<file path="src/rtl/core/pct_pkg.sv">
// ----------------------------------------------------------------------------
// pct_pkg
// Shared pair codes, register map constants and control structs for the
// 2D primitive collision test.
// ----------------------------------------------------------------------------
`default_nettype none

package pct_pkg;

  typedef enum logic [3:0] {
    PCT_PT_PT     = 4'd0,
    PCT_PT_SEG    = 4'd1,
    PCT_PT_CIRC   = 4'd2,
    PCT_PT_RECT   = 4'd3,
    PCT_SEG_SEG   = 4'd4,
    PCT_SEG_CIRC  = 4'd5,
    PCT_SEG_RECT  = 4'd6,
    PCT_CIRC_CIRC = 4'd7,
    PCT_CIRC_RECT = 4'd8,
    PCT_RECT_RECT = 4'd9
  } pct_pair_t;

  localparam int          EPS_W     = 16;
  localparam logic [15:0] EPS_RESET = 16'd1;
  localparam logic        REG_EPS   = 1'b0;

  typedef struct packed {
    logic full;
    logic empty;
  } pct_qstat_t;

endpackage

`default_nettype wire

</file>
<file path="src/rtl/core/pct_queue.sv">
// ----------------------------------------------------------------------------
// pct_queue
// Short FIFO between front and back so that each side can stall on its own.
// ----------------------------------------------------------------------------
`default_nettype none

module pct_queue import pct_pkg::*; #(
  parameter int WIDTH = 8,
  parameter int DEPTH = 4
) (
  input  wire              clk,
  input  wire              rst_n,
  input  wire              push,
  input  wire  [WIDTH-1:0] wdata,
  input  wire              pop,
  output logic [WIDTH-1:0] rdata,
  output pct_qstat_t       stat
);

  localparam int AW = (DEPTH > 1) ? $clog2(DEPTH) : 1;
  localparam int CW = $clog2(DEPTH + 1);

  logic [WIDTH-1:0] mem_r [DEPTH];
  logic [AW-1:0]    wp_r, rp_r;
  logic [CW-1:0]    cnt_r;

  assign rdata      = mem_r[rp_r];
  assign stat.full  = (cnt_r == CW'(DEPTH));
  assign stat.empty = (cnt_r == '0);

  always_ff @(posedge clk) begin
    if (!rst_n) begin
      wp_r  <= '0;
      rp_r  <= '0;
      cnt_r <= '0;
    end else begin
      if (push) begin
        wp_r <= (wp_r == AW'(DEPTH - 1)) ? '0 : wp_r + 1'b1;
      end
      if (pop) begin
        rp_r <= (rp_r == AW'(DEPTH - 1)) ? '0 : rp_r + 1'b1;
      end
      cnt_r <= cnt_r + CW'(push) - CW'(pop);
    end
  end

  always_ff @(posedge clk) begin
    if (push) begin
      mem_r[wp_r] <= wdata;
    end
  end

endmodule

`default_nettype wire

</file>
<file path="config.mk">
export PLATFORM = sky130hd
export DESIGN_NAME = pct_queue
export DESIGN_NICKNAME = d
export VERILOG_FILES = /design/src/rtl/core/pct_pkg.sv /design/src/rtl/core/pct_queue.sv
export SDC_FILE = /design/constraint.sdc
export NUM_CORES = 1
export LEC_CHECK = 0
export BUFFER_PORTS_ARGS = -buffer_cell sky130_fd_sc_hd__clkbuf_2
export CAP_MARGIN = 20
export CORE_MARGIN = 5
export CORE_UTILIZATION = 51
export DETAILED_ROUTE_END_ITERATION = 6
export PLACE_DENSITY_LB_ADDON = 0.15
export SYNTH_ARGS = -nofsm -noshare
export SYNTH_HDL_FRONTEND = slang
export SYNTH_SLANG_ARGS = --single-unit
</file>
<file path="constraint.sdc">
create_clock -name clk -period 3.4 [get_ports clk]
set_input_delay 0.34 -clock clk [delete_from_list [all_inputs] [get_ports clk]]
set_output_delay 0.34 -clock clk [all_outputs]
set_load 0.02 [all_outputs]
</file>
==> results of run 1 <==
[where the power goes]
part           internal (mW)  switching, mW
Combinational         0.0743         0.0767
Sequential             0.571         0.0207
Clock                  0.120          0.146
Total                  0.765          0.244
[cells in the mapped netlist]
cell type / n
and3_1: 1
xor3_1: 1
nor2_1: 3
nor3_1: 1
edfxtp_1: 32
mux2i_1: 2
buf_6: 1
mux4_2: 8
and2_1: 6
dfxtp_1: 9
nand2b_1: 2
fa_1: 1
ha_1: 7
clkbuf_2: 1
or3b_1: 2
inv_1: 7
a21oi_1: 2
[layer usage]
metal,up-vias,wire (µm),part of all wire
met5,-,0,0
met4,0,31,0.013
met3,4,138,0.059
met2,25,1180,0.50
met1,372,1010,0.43
li1,373,-,-
[sequential cells by signal, summed over array words and instances, names as in the netlist, named ones only]
signal	cells
cnt_r	3
mem_r	32
rp_r	2
wp_r	2
[cell families after synthesis]
kind of cell / share of synthesized area
compound gates: 0.00620
xor+xnor: 0.0147
fa+ha+maj: 0.0666
buf+inv: 0.0263
flops: 0.706
mux: 0.124
simple gates: 0.0558
[final timing paths]
| kind | cells after the start | endpoint |
|---|---|---|
| setup / recovery | 2 | rdata[0] |
| hold / removal | 1 | mem_r[2][7]$_DFFE_PP_ |
| setup reg to reg | 7 | cnt_r[2]$_SDFF_PN0_ |
| hold reg to reg | 2 | wp_r[0]$_SDFFE_PN0P_ |
[per-stage QoR]
stage / utilization / worst slack, ns / cell area (µm²)
6_report: 0.599 / 1.29 / 1830
2_1_floorplan: - / 1.89 / 1620
3_3_place_gp: 0.576 / 1.63 / 1760
3_5_place_dp: 0.576 / 1.62 / 1760
4_1_cts: 0.599 / 1.23 / 1830
5_1_grt: 0.599 / 1.14 / 1830
[worst max-delay path, stage by stage (launching register included)]
cell      delay (ns)
dfxtp_1         0.68
mux4_2          0.58
clkbuf_2        0.17
[area by class of cell]
| class | instances | share of cell area |
|---|---|---|
| tap | 44 | 0.0301 |
| multi-input combinational | 36 | 0.236 |
| clock inverter | 1 | 0.00274 |
| inverter | 7 | 0.0144 |
| clock buffer | 7 | 0.0356 |
| timing repair buffer | 21 | 0.0575 |
| sequential | 41 | 0.624 |
==> out/metrics.cfg, run 1 <==
[timing]
fmax_mhz=473
hold_violations=0
worst_pin_slew_ns=0.548
maxSlewViolCount=0
timing.final.crit_share=0.621
fin_setup_tns_ns=0
maxSlewHeadroom=0.634
hold_ws_ns=0.223
fin_crit_ns=2.11
setup_viol=0
clock_skew_ns=0.00853
rsz0062_at_grt=no

[grt]
grt_usage=0.128
grtUsageMet3=0.0408
global_route.usage.met2=0.214
grt_pass1_wl_um=3920
grt_antenna_before_repair=0
busiest_layer=met2
grt_start_max_net_pins=13
met1_usage=0.147
grt_overflow=0
grt_pass1_vias=808

[power_and_ir_drop]
finalPower_mw=1.01
leakage_nw=0.696
vdd_drop_max_mv=0.270
cellPowerDensity_mw_per_mm2=552

[drt]
num_vias=774
dr.pass1.iters=4
drc_errors=0
drt_iter0_drc=44
drt-total-wl_um=2360
ant_nets=0
drt-wirelength-per-cell_um=15.0
viasPerCell=4.93

[cts]
clockRootBuffer=clkbuf_4
hold_buffers=0
clockBufferDepth=2
cts_buffers=5
clk_latency_ns=0.34
post_cts_buffers=0
path_clk_slew_ns=0.12
cts_tree=built
cts_sinks=41
cts_max_level=2
cts_resized=0

[worst_setup_path]
setup.worst_path.class=reg2out
cp-end-kind=output port
worstSetupStartpointType=flip-flop
critPathArrivalTime_ns=1.77
r2r_setup_slack_ns=1.81
crit_fanout=8
reg2reg_from=cnt_r[0]$_SDFF_PN0_
required_ns=3.06

[yosys]
yosysTopAreaCell=edfxtp_1
syn-num-nets=106
synthCells=86
ys_seq_area_frac=0.706
netlist.area_leader.share=0.595
synth-seq-cells=41
synth.area.top_cells=edfxtp_1 59%, dfxtp_1 11%, mux4_2 11%
synth_cell_types=17
synthesis.area_mm2=0.00162
yosysWarnings=0
avgSynthCellArea_um2=18.8

[floorplan]
dieArea_mm2=0.00439
die_w_um=66.3
pin_count=22
rows=20
coreArea_mm2=0.00305
start_util=0.529
die_y_um=66.3

[cells_and_area]
layout-drive-gt1-share=0.327
finalNetCount=132
multi_input_area_um2=432
seqCellArea_mm2=0.00114
fillers=252
final_common_cell=edfxtp_1
n_antenna_cell=0
final_cells=157
syn_to_final_growth_pct=13.2
layout_common_cells=32 x edfxtp_1, 21 x clkbuf_2, 9 x dfxtp_1, 8 x mux4_2

[placement]
dp_hpwl_um=1670
portBuffers=21
dp.cells=149
gp_congestion=0.665

[flow_run]
maxCapViolCount=0

[worst_hold_path]
min_path_type=in2reg
hp-start=wdata[7]

[outcome]
status=complete, no violations

No activity file was read; power rests on OpenSTA's default activity.
==> run 2, diff against run 1 <==
--- a/config.mk
+++ b/config.mk
@@ -8,7 +8,7 @@
 export BUFFER_PORTS_ARGS = -buffer_cell sky130_fd_sc_hd__clkbuf_2
 export CAP_MARGIN = 20
 export CORE_MARGIN = 5
-export CORE_UTILIZATION = 51
+export CORE_UTILIZATION = 50
 export DETAILED_ROUTE_END_ITERATION = 6
 export PLACE_DENSITY_LB_ADDON = 0.15
 export SYNTH_ARGS = -nofsm -noshare
==> constraint.sdc (replaced) <==
create_clock -name clk -period 1.7 [get_ports clk]
set_input_delay 0.17 -clock clk [delete_from_list [all_inputs] [get_ports clk]]
set_output_delay 0.17 -clock clk [all_outputs]
set_load 0.02 [all_outputs]
==> run 2 against run 1 <==
Effect of this change:
- clock power up 68%
- highest routed layer unchanged
- global-route usage shrank 0.064 points
- core utilization increased by 1.3 points
- register-to-register slack got worse by 1.7 ns
- critical path depth increased by 1
- design area increased by 3.1%
==> out/metrics.cfg, run 2 (synthesized netlist as in run 1, its figures left out) <==
[placement]
pre_cts_slack_ns=0.125
portBuffers=21
postPlaceCellArea_mm2=0.00177
dp.cells=150
dp_hpwl_um=1700
gp_congestion=0.677

[floorplan]
die_w_um=66.8
dieArea_mm2=0.00447
coreArea_mm2=0.00308
pin_count=22
start_util=0.525
rows=20
die_y_um=66.8

[cts]
post_cts_buffers=0
cts_resized=5
cts_buffers=5
path_clk_slew_ns=0.11
clk_latency_ns=0.33
cts_tree=built
hold_buffers=0
cts_max_level=2
clockRootBuffer=clkbuf_4
clockBufferDepth=2
cts_sinks=41

[cells_and_area]
finish.utilization=0.613
final_cells=158
n_antenna_cell=0
layout_common_cells=32 x edfxtp_1, 13 x clkbuf_2, 8 x mux4_2, 8 x dfxtp_1
stdcell_area_mm2=0.00189
layout-drive-gt1-share=0.333
finalNetCount=133
reg_top3=mem_r x32, cnt_r x3
largest_register_ffs=32
syn_to_final_growth_pct=16.7
regMostFlops=mem_r
final_common_cell=edfxtp_1

[grt]
grt_antenna_before_repair=0
grt_start_max_net_pins=13
grt_pass1_wl_um=3840
grt_usage=0.127
grt_overflow=0
grt_pass1_vias=804

[timing]
hold_violations=0
hold_ws_ns=0.0484
fmax_mhz=600
setup_viol=0
clock_skew_ns=0.00696
maxSlewViolCount=0
maxSlewHeadroom=0.688
rsz0062_at_grt=yes
worst_slack_ns=0.0337
fin_setup_tns_ns=0
worst_pin_slew_ns=0.469
timing.final.crit_share=0.980
fin_crit_ns=1.67

[worst_setup_path]
crit_fanout=8
cp-end-kind=output port
required_ns=1.53
worstSetupStartpointType=flip-flop
critPathArrivalTime_ns=1.50
setup.worst_path.class=reg2out

[power_and_ir_drop]
cellPowerDensity_mw_per_mm2=1050
vdd_drop_max_mv=0.521
leakage_nw=0.712
finalPower_mw=1.98

[worst_hold_path]
min_path_type=in2reg

[drt]
drt-total-wl_um=2460
num_vias=795
drt_iter0_drc=31
dr.pass1.iters=4
drc_errors=0
viasPerCell=5.03
ant_nets=0
drt-wirelength-per-cell_um=15.6

[flow_run]
maxCapViolCount=0

[outcome]
status=complete, no violations

run 2: final cells by class:
type / instances / area, µm²
fill: 244 / 1190
sequential: 41 / 1140
multi-input combinational: 36 / 432
timing repair buffer: 22 / 179
tap: 44 / 55.1
clock buffer: 6 / 41.3
inverter: 7 / 26.3
clock inverter: 2 / 10.0
run 2: metal layers:
layer	share of wire	track usage	wire [µm]	vias to the layer above
met4	0.0065	0.0457	16	0
met3	0.067	0.0590	164	2
li1	-	-	-	376
met1	0.41	0.145	1010	394
met2	0.51	0.208	1270	23
met5	0	0	0	-
run 2: worst paths after layout:
kind                              from                     to  cells past startpoint  slack [ns]
setup / recovery             flip-flop               rdata[6]                      3        0.03
hold / removal                wdata[0]  mem_r[1][0]$_DFFE_PP_                      1        0.05
setup reg to reg   cnt_r[0]$_SDFF_PN0_    cnt_r[2]$_SDFF_PN0_                      7        0.12
hold reg to reg   rp_r[0]$_SDFFE_PN0P_              flip-flop                      2        0.53
run 2: critical path: stages (launching register included):
cell and delay (ns):
dfxtp_2 0.35, buf_12 0.13, mux4_2 0.53, buf_8 0.15
run 2: power breakdown:
| group | switching, mW | internal (mW) | leakage, nW |
|---|---|---|---|
| combinational | 0.167 | 0.187 | 0.312 |
| sequential | 0.0352 | 1.14 | 0.369 |
| clock | 0.289 | 0.158 | 0.0320 |
| total | 0.491 | 1.49 | 0.712 |
==> run 3, diff against run 2 <==
--- a/config.mk
+++ b/config.mk
@@ -8,7 +8,7 @@
 export BUFFER_PORTS_ARGS = -buffer_cell sky130_fd_sc_hd__clkbuf_2
 export CAP_MARGIN = 20
 export CORE_MARGIN = 5
-export CORE_UTILIZATION = 50
+export CORE_UTILIZATION = 51
 export DETAILED_ROUTE_END_ITERATION = 6
 export PLACE_DENSITY_LB_ADDON = 0.15
 export SYNTH_ARGS = -nofsm -noshare
==> constraint.sdc (replaced) <==
create_clock -name clk -period 2.1 [get_ports clk]
set_input_delay 0.21 -clock clk [delete_from_list [all_inputs] [get_ports clk]]
set_output_delay 0.21 -clock clk [all_outputs]
set_load 0.02 [all_outputs]
==> run 3 against run 2 <==
Effect of this change:
- count of clock-buffer cells in the layout increased by 1
- clock power increased by 7.4%
- critical path type unchanged
- non-clock buffer count unchanged
- critical path depth unchanged
- global-route usage increased by 0.80 points
- critical endpoint unchanged
==> out/metrics.cfg, run 3 (synthesized netlist as in run 1, its figures left out) <==
[cells_and_area]
final_common_cell=edfxtp_1
regMostFlops=mem_r
syn_to_final_growth_pct=14.5
largest_register_ffs=32
reg_top3=mem_r x32, cnt_r x3
stdcell_area_mm2=0.00185
n_antenna_cell=0
layout_common_cells=32 x edfxtp_1, 21 x clkbuf_2, 9 x dfxtp_1, 8 x mux4_2
layout-drive-gt1-share=0.333
finalNetCount=133

[timing]
hold_ws_ns=0.0766
rsz0062_at_grt=no
worst_pin_slew_ns=0.445
timing.final.crit_share=0.913
fin_crit_ns=1.92
hold_violations=0
maxSlewViolCount=0
clock_skew_ns=0.00778
setup_viol=0
fin_setup_tns_ns=0
fmax_mhz=521
maxSlewHeadroom=0.703

[outcome]
status=complete, no violations

[drt]
drc_errors=0
drt_iter0_drc=23
ant_nets=0
drt-wirelength-per-cell_um=15.5
num_vias=795
drt-total-wl_um=2450
viasPerCell=5.03
dr.pass1.iters=2

[power_and_ir_drop]
finalPower_mw=1.69
leakage_nw=0.707
vdd_drop_max_mv=0.517
cellPowerDensity_mw_per_mm2=911

[worst_hold_path]
min_path_type=in2reg

[worst_setup_path]
required_ns=1.89
critPathArrivalTime_ns=1.71
setup.worst_path.class=reg2out
crit_fanout=6
cp-end-kind=output port
worstSetupStartpointType=flip-flop

[cts]
path_clk_slew_ns=0.12
post_cts_buffers=0
cts_resized=0
hold_buffers=0
clk_latency_ns=0.34
cts_sinks=41
clockBufferDepth=2
clockRootBuffer=clkbuf_4
cts_max_level=2
cts_buffers=5
cts_tree=built

[grt]
grt_pass1_vias=836
grt_usage=0.135
grt_pass1_wl_um=4150
grt_start_max_net_pins=14
grt_antenna_before_repair=0
grt_overflow=0

[floorplan]
dieArea_mm2=0.00439
coreArea_mm2=0.00305
pin_count=22
rows=20
die_w_um=66.3
start_util=0.529
die_y_um=66.3

[placement]
dp_hpwl_um=1690
gp_congestion=0.648
postPlaceCellArea_mm2=0.00177
portBuffers=21

[flow_run]
maxCapViolCount=0

## run 3: changes by cell type in the layout (fill, tap and decap cells not counted), sizes merged
cell / change
buf: -8
inv: +1
clkbuf: +9
clkinv: -2
## run 3: area by class of cell
class | count | area (µm²)
inverters | 7 | 26.3
fillers | 253 | 1200
clock inverters | 1 | 6.26
multi-input cells | 36 | 432
clock buffers | 7 | 76.3
flip-flops and latches | 41 | 1140
repair buffers | 22 | 113
well taps | 44 | 55.1
## run 3: power by group
| part | internal [mW] | switching [mW] |
|---|---|---|
| Combinational | 0.122 | 0.130 |
| Sequential | 0.925 | 0.0293 |
| Clock | 0.236 | 0.243 |
| Total | 1.28 | 0.403 |
## run 3: metal layers
metal	track usage	wire length [µm]	vias up
li1	-	-	377
met2	0.238	1320	22
met1	0.146	956	390
met3	0.0442	123	6
met4	0.0609	41	0
met5	0	0	-
## run 3: final timing paths
check,from,to,slack (ns),cells after the start
max,flip-flop,rdata[6],0.18,3
min,wdata[4],mem_r[0][4]$_DFFE_PP_,0.08,1
min reg2reg,rp_r[0]$_SDFFE_PN0P_,flip-flop,0.53,2
max reg2reg,cnt_r[0]$_SDFF_PN0_,cnt_r[2]$_SDFF_PN0_,0.48,7
## run 3: metrics by stage
| step | util | setup slack [ns] | std cells |
|---|---|---|---|
| floorplan | - | 0.593 | 86 |
| global placement | 0.579 | 0.570 | 150 |
| detailed placement | 0.579 | 0.496 | 150 |
| CTS | 0.606 | 0.139 | 158 |
| global route | 0.606 | 0.0403 | 158 |
| finish | 0.606 | 0.182 | 158 |
## run 3: critical path, cell delays in order (launching register included)
cell and delay, ns:
dfxtp_1 0.45, buf_4 0.23, mux4_2 0.52, clkbuf_2 0.17
