<file path="src/rtl/core/pct_pkg.sv">
// ----------------------------------------------------------------------------
// pct_pkg
// Shared pair codes, register map constants and control structs for the
// 2D primitive collision test.
// ----------------------------------------------------------------------------
`default_nettype none

package pct_pkg;

  typedef enum logic [3:0] {
    PCT_PT_PT     = 4'd0,
    PCT_PT_SEG    = 4'd1,
    PCT_PT_CIRC   = 4'd2,
    PCT_PT_RECT   = 4'd3,
    PCT_SEG_SEG   = 4'd4,
    PCT_SEG_CIRC  = 4'd5,
    PCT_SEG_RECT  = 4'd6,
    PCT_CIRC_CIRC = 4'd7,
    PCT_CIRC_RECT = 4'd8,
    PCT_RECT_RECT = 4'd9
  } pct_pair_t;

  localparam int          EPS_W     = 16;
  localparam logic [15:0] EPS_RESET = 16'd1;
  localparam logic        REG_EPS   = 1'b0;

  typedef struct packed {
    logic full;
    logic empty;
  } pct_qstat_t;

endpackage

`default_nettype wire

</file>
<file path="src/rtl/core/pct_front.sv">
// ----------------------------------------------------------------------------
// pct_front
// Input stage: takes a query, sign-extends the shape fields and forms the
// doubled rectangle edges, then hands the classified item to the queue.
// ----------------------------------------------------------------------------
`default_nettype none

module pct_front import pct_pkg::*; #(
  parameter int W  = 32,
  parameter int EW = W + 4,
  parameter int IW = 4 + 16 * EW
) (
  input  wire                 clk,
  input  wire                 rst_n,
  input  wire                 in_valid,
  output logic                in_stall,
  input  wire  [3:0]          in_req_type,
  input  wire  signed [W-1:0] in_a_x0,
  input  wire  signed [W-1:0] in_a_y0,
  input  wire  signed [W-1:0] in_a_x1,
  input  wire  signed [W-1:0] in_a_y1,
  input  wire  signed [W-1:0] in_b_x0,
  input  wire  signed [W-1:0] in_b_y0,
  input  wire  signed [W-1:0] in_b_x1,
  input  wire  signed [W-1:0] in_b_y1,
  input  pct_qstat_t          q_st,
  output logic                push,
  output logic                f_valid,
  output logic [IW-1:0]       item
);

  logic signed [EW-1:0] ax, ay, ax1, ay1, bx, by, bx1, by1;
  logic signed [EW-1:0] axl, axh, ayl, ayh, bxl, bxh, byl, byh;
  logic                 fv_r;
  logic [IW-1:0]        item_r, item_nxt;

  assign ax  = EW'(in_a_x0);
  assign ay  = EW'(in_a_y0);
  assign ax1 = EW'(in_a_x1);
  assign ay1 = EW'(in_a_y1);
  assign bx  = EW'(in_b_x0);
  assign by  = EW'(in_b_y0);
  assign bx1 = EW'(in_b_x1);
  assign by1 = EW'(in_b_y1);

  // rectangle edges on doubled coordinates: 2c -+ size
  assign axl = (ax <<< 1) - ax1;
  assign axh = (ax <<< 1) + ax1;
  assign ayl = (ay <<< 1) - ay1;
  assign ayh = (ay <<< 1) + ay1;
  assign bxl = (bx <<< 1) - bx1;
  assign bxh = (bx <<< 1) + bx1;
  assign byl = (by <<< 1) - by1;
  assign byh = (by <<< 1) + by1;

  assign item_nxt = {in_req_type, ax, ay, ax1, ay1, bx, by, bx1, by1,
                     axl, axh, ayl, ayh, bxl, bxh, byl, byh};

  assign in_stall = fv_r && q_st.full;
  assign push     = fv_r && !q_st.full;
  assign f_valid  = fv_r;
  assign item     = item_r;

  always_ff @(posedge clk) begin
    if (!rst_n) begin
      fv_r <= 1'b0;
    end else if (!in_stall) begin
      fv_r <= in_valid;
    end
  end

  always_ff @(posedge clk) begin
    if (!in_stall) begin
      item_r <= item_nxt;
    end
  end

endmodule

`default_nettype wire

</file>
<file path="config.mk">
export PLATFORM = sky130hd
export DESIGN_NAME = pct_front
export DESIGN_NICKNAME = d
export VERILOG_FILES = /design/src/rtl/core/pct_pkg.sv /design/src/rtl/core/pct_front.sv
export SDC_FILE = /design/constraint.sdc
export NUM_CORES = 1
export LEC_CHECK = 0
export BUFFER_PORTS_ARGS = -buffer_cell sky130_fd_sc_hd__buf_2
export CAP_MARGIN = 20
export CORE_MARGIN = 4
export CORE_UTILIZATION = 25
export CTS_BUF_LIST = sky130_fd_sc_hd__clkbuf_4
export DETAILED_ROUTE_END_ITERATION = 16
export GPL_TIMING_DRIVEN = 0
export PLACE_DENSITY_LB_ADDON = 0.05
export RECOVER_POWER = 50
export SYNTH_ARGS = -nofsm -noshare
export SYNTH_HDL_FRONTEND = slang
export SYNTH_SLANG_ARGS = --single-unit
export TNS_END_PERCENT = 50
</file>
<file path="constraint.sdc">
create_clock -name clk -period 12.6 [get_ports clk]
set_input_delay 1.26 -clock clk [delete_from_list [all_inputs] [get_ports clk]]
set_output_delay 1.26 -clock clk [all_outputs]
set_load 0.01 [all_outputs]
</file>
==> results.txt, run 1 <==
The run gives 24040 as the detailed-route via count. The initial utilization of the core area, before any placement, comes to 25.26%. The floorplan step defined a die boundary enclosing 125400 sq um. The placer's final routability congestion estimate was 0.8247. Layout-stage area growth over the synthesis result: 27.05%. Largest delay contributor family on the critical path: buffers and inverters. Summing all non-filler instances in the final layout gives an area of 38040 sq um. The part of the cycle the worst path needs works out to 52.96%.

Traced cell by cell, the critical path runs through nand2_1 -> clkbuf_1. After synthesis the cells add up to 29940 sq um. STA puts the critical path data required time at 13.12 ns. The sequential fraction of the synthesis area was 52.61%. Counting cells, the worst reg-to-reg path comes to 2.

Category of the critical setup timing path: reg -> reg. At the pin with the least slew margin, the transition time is 6.054 ns. The first global-routing pass estimated 163.3 mm of wire. The count of H-tree levels built during CTS was 4; the maximum fanout along the worst path was 111. Setup total negative slack on the finished layout was measured at 0 ns. The clock arrives with 0.04458 ns of skew. The worst slew margin relative to its limit was -303.6%; the number of cells on the worst hold path was 1.

After global routing the overflow that remains totals 0. The core box area was 118600 sq um; the number of buffers added by the clock tree synthesis step was 163. Data arrives at the worst endpoint at 7.19 ns. The final-layout fill cell count is 12630, and the post-layout net count is 4190. The overall die width was 354.1 microns; the gate count after technology mapping was 2644. The startpoint of the most critical setup path was f_valid$_SDFFE_PN0N_. The run gives 114.1 mm as the wire length after detailed routing.

Cell with the biggest individual delay on the critical path: sky130_fd_sc_hd__clkbuf_1. The setup slack after placement is 7.446 ns, and the worst IR drop on VDD is 0.00006780 V. The clock reaches the later pin of the worst-skew pair after 1.13 ns.

The worst register-to-register path begins at f_valid$_SDFFE_PN0N_. The most critical setup path has its endpoint at item[442]$_DFFE_PN_. The routed design could run at a clock period as short as 6.673 ns. The worst setup path is captured at a flip-flop. The class of the tightest hold or removal check was in -> reg. The placed instances occupy a cell area of 36360 sq um. Setup repair after global routing left no endpoint under its margin. The number of sinks driven by the clock tree came out at 525. The number of antenna violations at the first check in global routing came out at 10. The max-slew violation count is 238. The tools report the count of synthesis-stage warnings from yosys as 0.

The remaining number of nets flagged by the antenna check after routing was 0. The first TritonRoute pass finished after 7 iterations. The kind of start point of the critical path was a flip-flop. The power density over cell area is 142.6 nW/um^2, and the clock-pin slew on the worst setup and hold paths is 0.07 ns.

In this run the count of I/O pins placed on the die edge is 848. Main flop type after synthesis: sky130_fd_sc_hd__edfxtp_1. The clock passes through at most 3 buffers. The number of global-route vias before repair was 24520; the number of hold violations in the final report was 0.

Entering global routing, the biggest net connects 112 pins. Across every metal layer, demand over resource in global routing totals 17.60%. Across the run, the number of max-cap violations was 3.

The share of synthesized flip-flops with an asynchronous set or reset is 0%. The flow ran to the end, but the final reports show violations. TritonCTS built the clock tree.

The run gives 83 as the number of distinct standard cells referenced by the synthesized netlist. The average vias per placed instance was 4.456. The synthesized design contains 525 register bits.

The height of the die is 354.1 microns. The number of nets produced by synthesis was 3173. The worst register-to-register path ends at item[442]$_DFFE_PN_.

For flop-to-flop paths, the worst setup slack is 5.93 ns. Timing would allow up to 149.9 MHz. The power consumption was 5.424 mW. The number of flops mapped to enable cells by yosys is 524, and the half-perimeter wire length after placement is 92.00 mm. The tools report the CTS root buffer as sky130_fd_sc_hd__clkbuf_4. The post-route DRC violation count was 0; the number of gates resized after CTS was 0.

The number of cells on the critical path was 2; the final worst setup slack was 5.927 ns. Post-CTS timing repair inserted 0 buffers for setup. Setup violations remaining at the end of the flow were counted as 0. The largest single stage delay on the critical path is 4.29 ns. The floorplan has 126 rows. During placement, the flow inserted port buffers numbering 846.

Buffering stage count on the worst path with inverters included: 1. The checks that failed: capacitance limit, slew limit. Synthesized area per cell: 11.33 sq um.

The detailed router finished its first iteration with 1350 violations. The routed length per placed instance is 21.16 microns. The post-route netlist has 24.99% of its cells at a drive strength greater than 1.

The run gives 0 as the count of hold-fix buffers inserted at cts. The analysis attributes to cell leakage a power of 16.06 nW.
[state kept, by name (all words and copies together) (netlist names)]
| name | cells |
|---|---|
| item | 524 |
| f_valid | 1 |
[placed cells by master, fill, tap and decap left out, drive strengths merged, types with 17 or more instances in the layout]
master / Yosys / layout
nand3: 40 / 40
clkinv: 3 / 50
nor2b: 27 / 27
clkbuf: 74 / 565
edfxtp: 524 / 524
nand2: 85 / 85
nor3: 45 / 45
a31oi: 28 / 28
o31ai: 33 / 33
o21bai: 65 / 65
nor2: 212 / 212
a21oi: 248 / 248
nand2b: 33 / 33
o21a: 24 / 24
o21ai: 109 / 109
ha: 256 / 256
a21o: 38 / 38
xor2: 30 / 30
buf: 75 / 667
nor4: 17 / 17
xnor2: 200 / 200
inv: 252 / 254
[area by class of cell]
class	count	area, sq um	share of cell area [%]
clock inverter	54	325.3	0.8551
timing repair buffer	852	4031	10.60
tap	1600	2002	5.262
sequential	525	15760	41.41
multi-input combinational	1715	12410	32.63
buffer	149	790.8	2.079
clock buffer	231	1734	4.558
inverter	255	957.2	2.516
antenna	14	35.03	0.09209
[worst min path at each step]
stage	start	end	slack [ns]
after global routing	in_req_type[2]	item[578]$_DFFE_PN_	0.13
after floorplan	in_b_y1[0]	item[288]$_DFFE_PN_	1.36
after global placement	in_req_type[3]	item[579]$_DFFE_PN_	1.44
after CTS	in_req_type[2]	item[578]$_DFFE_PN_	0.12
final	in_req_type[2]	item[578]$_DFFE_PN_	0.31
after detailed placement	f_valid$_SDFFE_PN0N_	item[436]$_DFFE_PN_	0.91
[worst register-to-register path, cell delays in order (launching register included)]
cell and delay, ns:
sky130_fd_sc_hd__dfxtp_1 0.32, sky130_fd_sc_hd__nand2_1 1.29, sky130_fd_sc_hd__clkbuf_1 4.32
[power by group]
part / total (mW) / switching [mW] / internal [mW] / leakage [nW]
sequential: 2.29 / 0.0624 / 2.23 / 5.44
clock: 1.74 / 0.824 / 0.921 / 1.22
combinational: 1.39 / 0.892 / 0.497 / 9.40
[logic make-up after synthesis]
family	after synthesis	synth area share, %
DFF	525	52.61
xor gates and xnor gates	230	6.727
adders and majority gates	264	11.23
buffers and inverters	404	5.846
and+or+nand+nor	539	8.670
AOI/OAI and AO/OA	680	14.85
muxes	2	0.06686
[through the flow]
step | std cells | hold slack (ns) | utilization, %
floorplan | 2644 | 1.359 | -
global placement | 5090 | 1.438 | 30.52
detailed placement | 5096 | 0.9093 | 30.67
CTS | 5381 | 0.1179 | 32.41
global route | 5393 | 0.1260 | 32.09
finish | 5395 | 0.3059 | 32.09
[synth_stat cells (38+ instances only)]
| library cell | instances | share of area, % |
|---|---|---|
| sky130_fd_sc_hd__edfxtp_1 | 524 | 53 |
| sky130_fd_sc_hd__ha_1 | 256 | 11 |
| sky130_fd_sc_hd__a21oi_1 | 248 | 4.1 |
| sky130_fd_sc_hd__inv_1 | 247 | 3.1 |
| sky130_fd_sc_hd__nor2_1 | 211 | 2.6 |
| sky130_fd_sc_hd__xnor2_1 | 200 | 5.8 |
| sky130_fd_sc_hd__o21ai_0 | 89 | 1.5 |
| sky130_fd_sc_hd__nand2_1 | 85 | 1.1 |
| sky130_fd_sc_hd__clkbuf_1 | 74 | 0.93 |
| sky130_fd_sc_hd__o21bai_1 | 63 | 1.6 |
| sky130_fd_sc_hd__buf_4 | 57 | 1.4 |
| sky130_fd_sc_hd__nor3_1 | 44 | 0.74 |
| sky130_fd_sc_hd__nand3_1 | 40 | 0.67 |
| sky130_fd_sc_hd__a21o_1 | 38 | 0.95 |
[per-layer routing]
| metal | wire (microns) | share of wire (%) | GRT usage [%] | vias up |
|---|---|---|---|---|
| met5 | 0 | 0 | 0 | - |
| met4 | 3171 | 2.8 | 5.950 | 0 |
| met3 | 8991 | 7.9 | 6.079 | 182 |
| met2 | 56580 | 50 | 30.48 | 781 |
| met1 | 45400 | 40 | 20.25 | 11420 |
| li1 | - | - | - | 11660 |
(Power assumes the default switching activity.)
==> inputs of run 2 (changes only) <==
Clock period 12.6 ns to 6.1 ns, I/O delays scaled along.
==> run 2 against run 1 <==
Largest power group unchanged. Clock skew shrank 0.012 ns. Sequential cell count unchanged. Wire length up 1.8%. Count of clock-buffer cells in the layout decreased by 3. The run still ends with capacitance limit, slew limit left. Sequential share of layout area down 2.7 points. Hold slack worse by 0.092 ns.
==> results.txt, run 2 (synthesized netlist as in run 1, its figures left out) <==
The routed length per placed instance came out at 20.54 microns (-2.9%). The tools report the global-route wire length before repair as 169.4 mm (+3.7%). For the cell row count, the log shows 126 (unchanged). The share of layout cells above drive strength 1 is 23.58% (-1.4 points), and the maximum buffer depth of the clock tree is 3 (unchanged).

Maximum clock rate: 215.1 MHz (+44%). The average vias per placed instance is 4.421 (-0.80%), and the worst-margin pin slew is 2.888 ns (-3.166 ns). The run gives 125400 sq um (unchanged) as the die outline area.

The remaining number of nets flagged by the antenna check after routing is 0 (unchanged), and the maximum fanout along the worst path is 94 (-15%). Leaving out fill and tap cells, the most frequent cells in the layout are 605 x sky130_fd_sc_hd__buf_2, 524 x sky130_fd_sc_hd__edfxtp_1, 332 x sky130_fd_sc_hd__clkbuf_1. The global-route total usage across every layer came out at 18.04% (+0.44 points). For the half-perimeter wire length after placement, the log shows 91.64 mm (-0.39%).

The detailed-route via count is 25000 (+4.0%), and the overall die width is 354.1 microns (unchanged). The logs give 0 (unchanged) for the number of gates resized after CTS and 848 (unchanged) for the number of placed I/O pins. The run gives 6.75 ns (-6.37 ns) as the required time of the critical path. The startpoint identified for the worst register-to-register timing path is f_valid$_SDFFE_PN0N_.

The count of final setup violators is 0 (unchanged). The internal power was 7.709 mW (+110%); the layout-stage area growth over the synthesis result was 35.88%. Number of search-and-repair iterations in the first detailed-routing pass: 5 (-2).

The count of H-tree levels built during CTS was 4 (unchanged). For the number of hold violations in the final report, the log shows 0 (unchanged). Setup repair after global routing left no endpoint under its margin. The tools report the max-slew violation count as 327 (+37%).

The placer's final routability congestion estimate was 0.8228 (-0.23%); the number of sinks driven by the clock tree was 525 (unchanged). Grouping stages by cell kind, the critical path spends the most delay in buffers and inverters. For the starting density of the core, the log shows 25.26% (unchanged). The cell with the biggest individual delay on the critical path was sky130_fd_sc_hd__clkbuf_2. The tools report the post-route DRC violation count as 0 (unchanged). The worst IR drop on VDD is 0.0001576 V (+130%), and the critical path arrival is 5.30 ns (-1.89 ns). The tools report the leakage power of the design as 17.16 nW (+6.9%). The combinational cell fraction of total power is 26.4% (+0.8 points), and the sum of negative setup slack is 0 ns (unchanged). The part of the cycle the worst path needs was 76.22% (+23 points). The worst hold slack after final layout is 0.2142 ns (-0.09175 ns), and the sequential cell fraction of total power is 41.4% (-0.8 points). The final-layout fill cell count was 12480 (-1.2%); the worst slew margin relative to its limit was -92.50% (+210 points). The cell count after placement came out at 5095 (-0.020%). The post-layout net count is 4454 (+6.3%), and the detailed router's first-iteration violation count is 1368 (+1.3%). The buffering stage count on the worst path with inverters included works out to 2 (+1). The number of buffers added by the clock tree synthesis step came out at 165 (+1.2%). The signal on the critical path passes through nand2_1 -> buf_16 -> clkbuf_2. The fraction of power spent switching nets is 32.49% (-0.29 points).

The start point of the worst min-delay path was in_req_type[0]. STA classifies the critical path endpoint as a flip-flop. The final core utilization is 34.32% (+2.2 points), and the maximum single-stage delay on the critical path is 1.67 ns (-2.62 ns).

The min-delay analysis places its worst path in the category in -> reg. TritonCTS built the clock tree. Power density over cell area: 280.6 nW/um^2 (+97%).

Final worst setup slack: 1.451 ns (-4.476 ns). The library cell used most frequently in the layout, excluding fill and tap cells, is sky130_fd_sc_hd__buf_2. The clock power share is 32.2% (about the same). The critical path is of the reg -> reg type. The post-layout instance count excluding filler cells came out at 5656 (+4.8%). The wire length after detailed routing is 116.2 mm (+1.8%). Number of flip-flops under the largest register name: 524 (unchanged). For the core box area, the log shows 118600 sq um (unchanged). The kind of start point of the critical path is a flip-flop.

The run finished, with violations left. The number of global-route vias before repair came out at 26340 (+7.4%). Clock skew after layout: 0.03211 ns (-0.01247 ns). The setup slack after placement was 1.577 ns (-5.869 ns); the post-layout minimum cycle time was 4.649 ns (-2.024 ns). The largest net degree at the start of global routing came out at 113 (+0.89%).

The critical path starts at f_valid$_SDFFE_PN0N_. The clock-pin slew on the worst setup and hold paths was 0.06 ns (about the same); the count of maximum capacitance violations was 4 (+1). The height of the die is 354.1 microns (unchanged). The checks that failed: capacitance limit, slew limit.

The tree is rooted in a sky130_fd_sc_hd__clkbuf_4. The reported net switching power is 3.710 mW (+110%), and the overflow left after global routing is 0 (unchanged). The post-CTS repair timing setup buffer count came out at 0 (unchanged).

The number of antenna violations at the first check in global routing is 4 (-6), and the worst-skew pair later-pin latency is 1.13 ns (about the same). The count of input and output buffers is 846 (unchanged).
==> run 2: cell count changes in the layout (fill, tap and decap cells not counted), moves of 3 or more <==
cell                            before  now
sky130_fd_sc_hd__clkbuf_2            0    3
sky130_fd_sc_hd__clkbuf_4          231  228
sky130_fd_sc_hd__clkinv_1           42   38
sky130_fd_sc_hd__clkinv_2            7   12
sky130_fd_sc_hd__clkinvlp_4          1    5
sky130_fd_sc_hd__diode_2            14   10
sky130_fd_sc_hd__dlygate4sd3_1       0  263
==> run 2: what timing repair did <==
item / CTS / global route
endpoints found under the setup margin: 0 / 0
hold buffers: 263 / 0
endpoints found under the hold margin: 366 / 0
==> run 2: layout make-up <==
cell class	count	area, sq um	share of cell area [%]
antenna	10	25.02	0.06150
buffer	149	788.3	1.937
clock buffer	228	1712	4.207
clock inverter	60	421.7	1.036
inverter	255	957.2	2.352
multi-input combinational	1715	12410	30.51
sequential	525	15760	38.72
tap	1600	2002	4.920
timing repair buffer	1114	6616	16.26
==> run 2: through the flow <==
| stage | power [mW] | cell area, sq um |
|---|---|---|
| 2_1_floorplan | 6.392 | 29950 |
| 3_3_place_gp | 7.816 | 36190 |
| 3_5_place_dp | 7.767 | 36330 |
| 4_1_cts | 11.74 | 41100 |
| 5_1_grt | 12.18 | 40690 |
| 6_report | 11.42 | 40690 |
==> run 2: path summary, 6_finish.rpt <==
path / to / slack (ns) / cells after the start
worst max-delay path: item[16]$_DFFE_PN_ / 1.45 / 3
worst min-delay path: item[576]$_DFFE_PN_ / 0.21 / 2
worst max register to register: item[16]$_DFFE_PN_ / 1.45 / 3
worst min register to register: item[334]$_DFFE_PN_ / 1.99 / 1
==> run 2: routing by layer <==
| layer | vias to the layer above | GRT usage [%] | part of all wire (%) |
|---|---|---|---|
| met5 | - | 0 | 0 |
| met4 | 0 | 7.096 | 3.5 |
| met3 | 205 | 6.212 | 7.7 |
| met2 | 797 | 31.37 | 50 |
| met1 | 11830 | 20.26 | 39 |
| li1 | 12180 | - | - |
==> run 2: power groups by stage <==
stage / clock network [mW] / registers, mW / logic [mW]
after floorplan: 0 / 5.11 / 1.28
after global placement: 0 / 4.83 / 2.99
after detailed placement: 0 / 4.80 / 2.97
after CTS: 3.89 / 4.73 / 3.12
after global routing: 4.10 / 4.78 / 3.30
final: 3.68 / 4.73 / 3.01
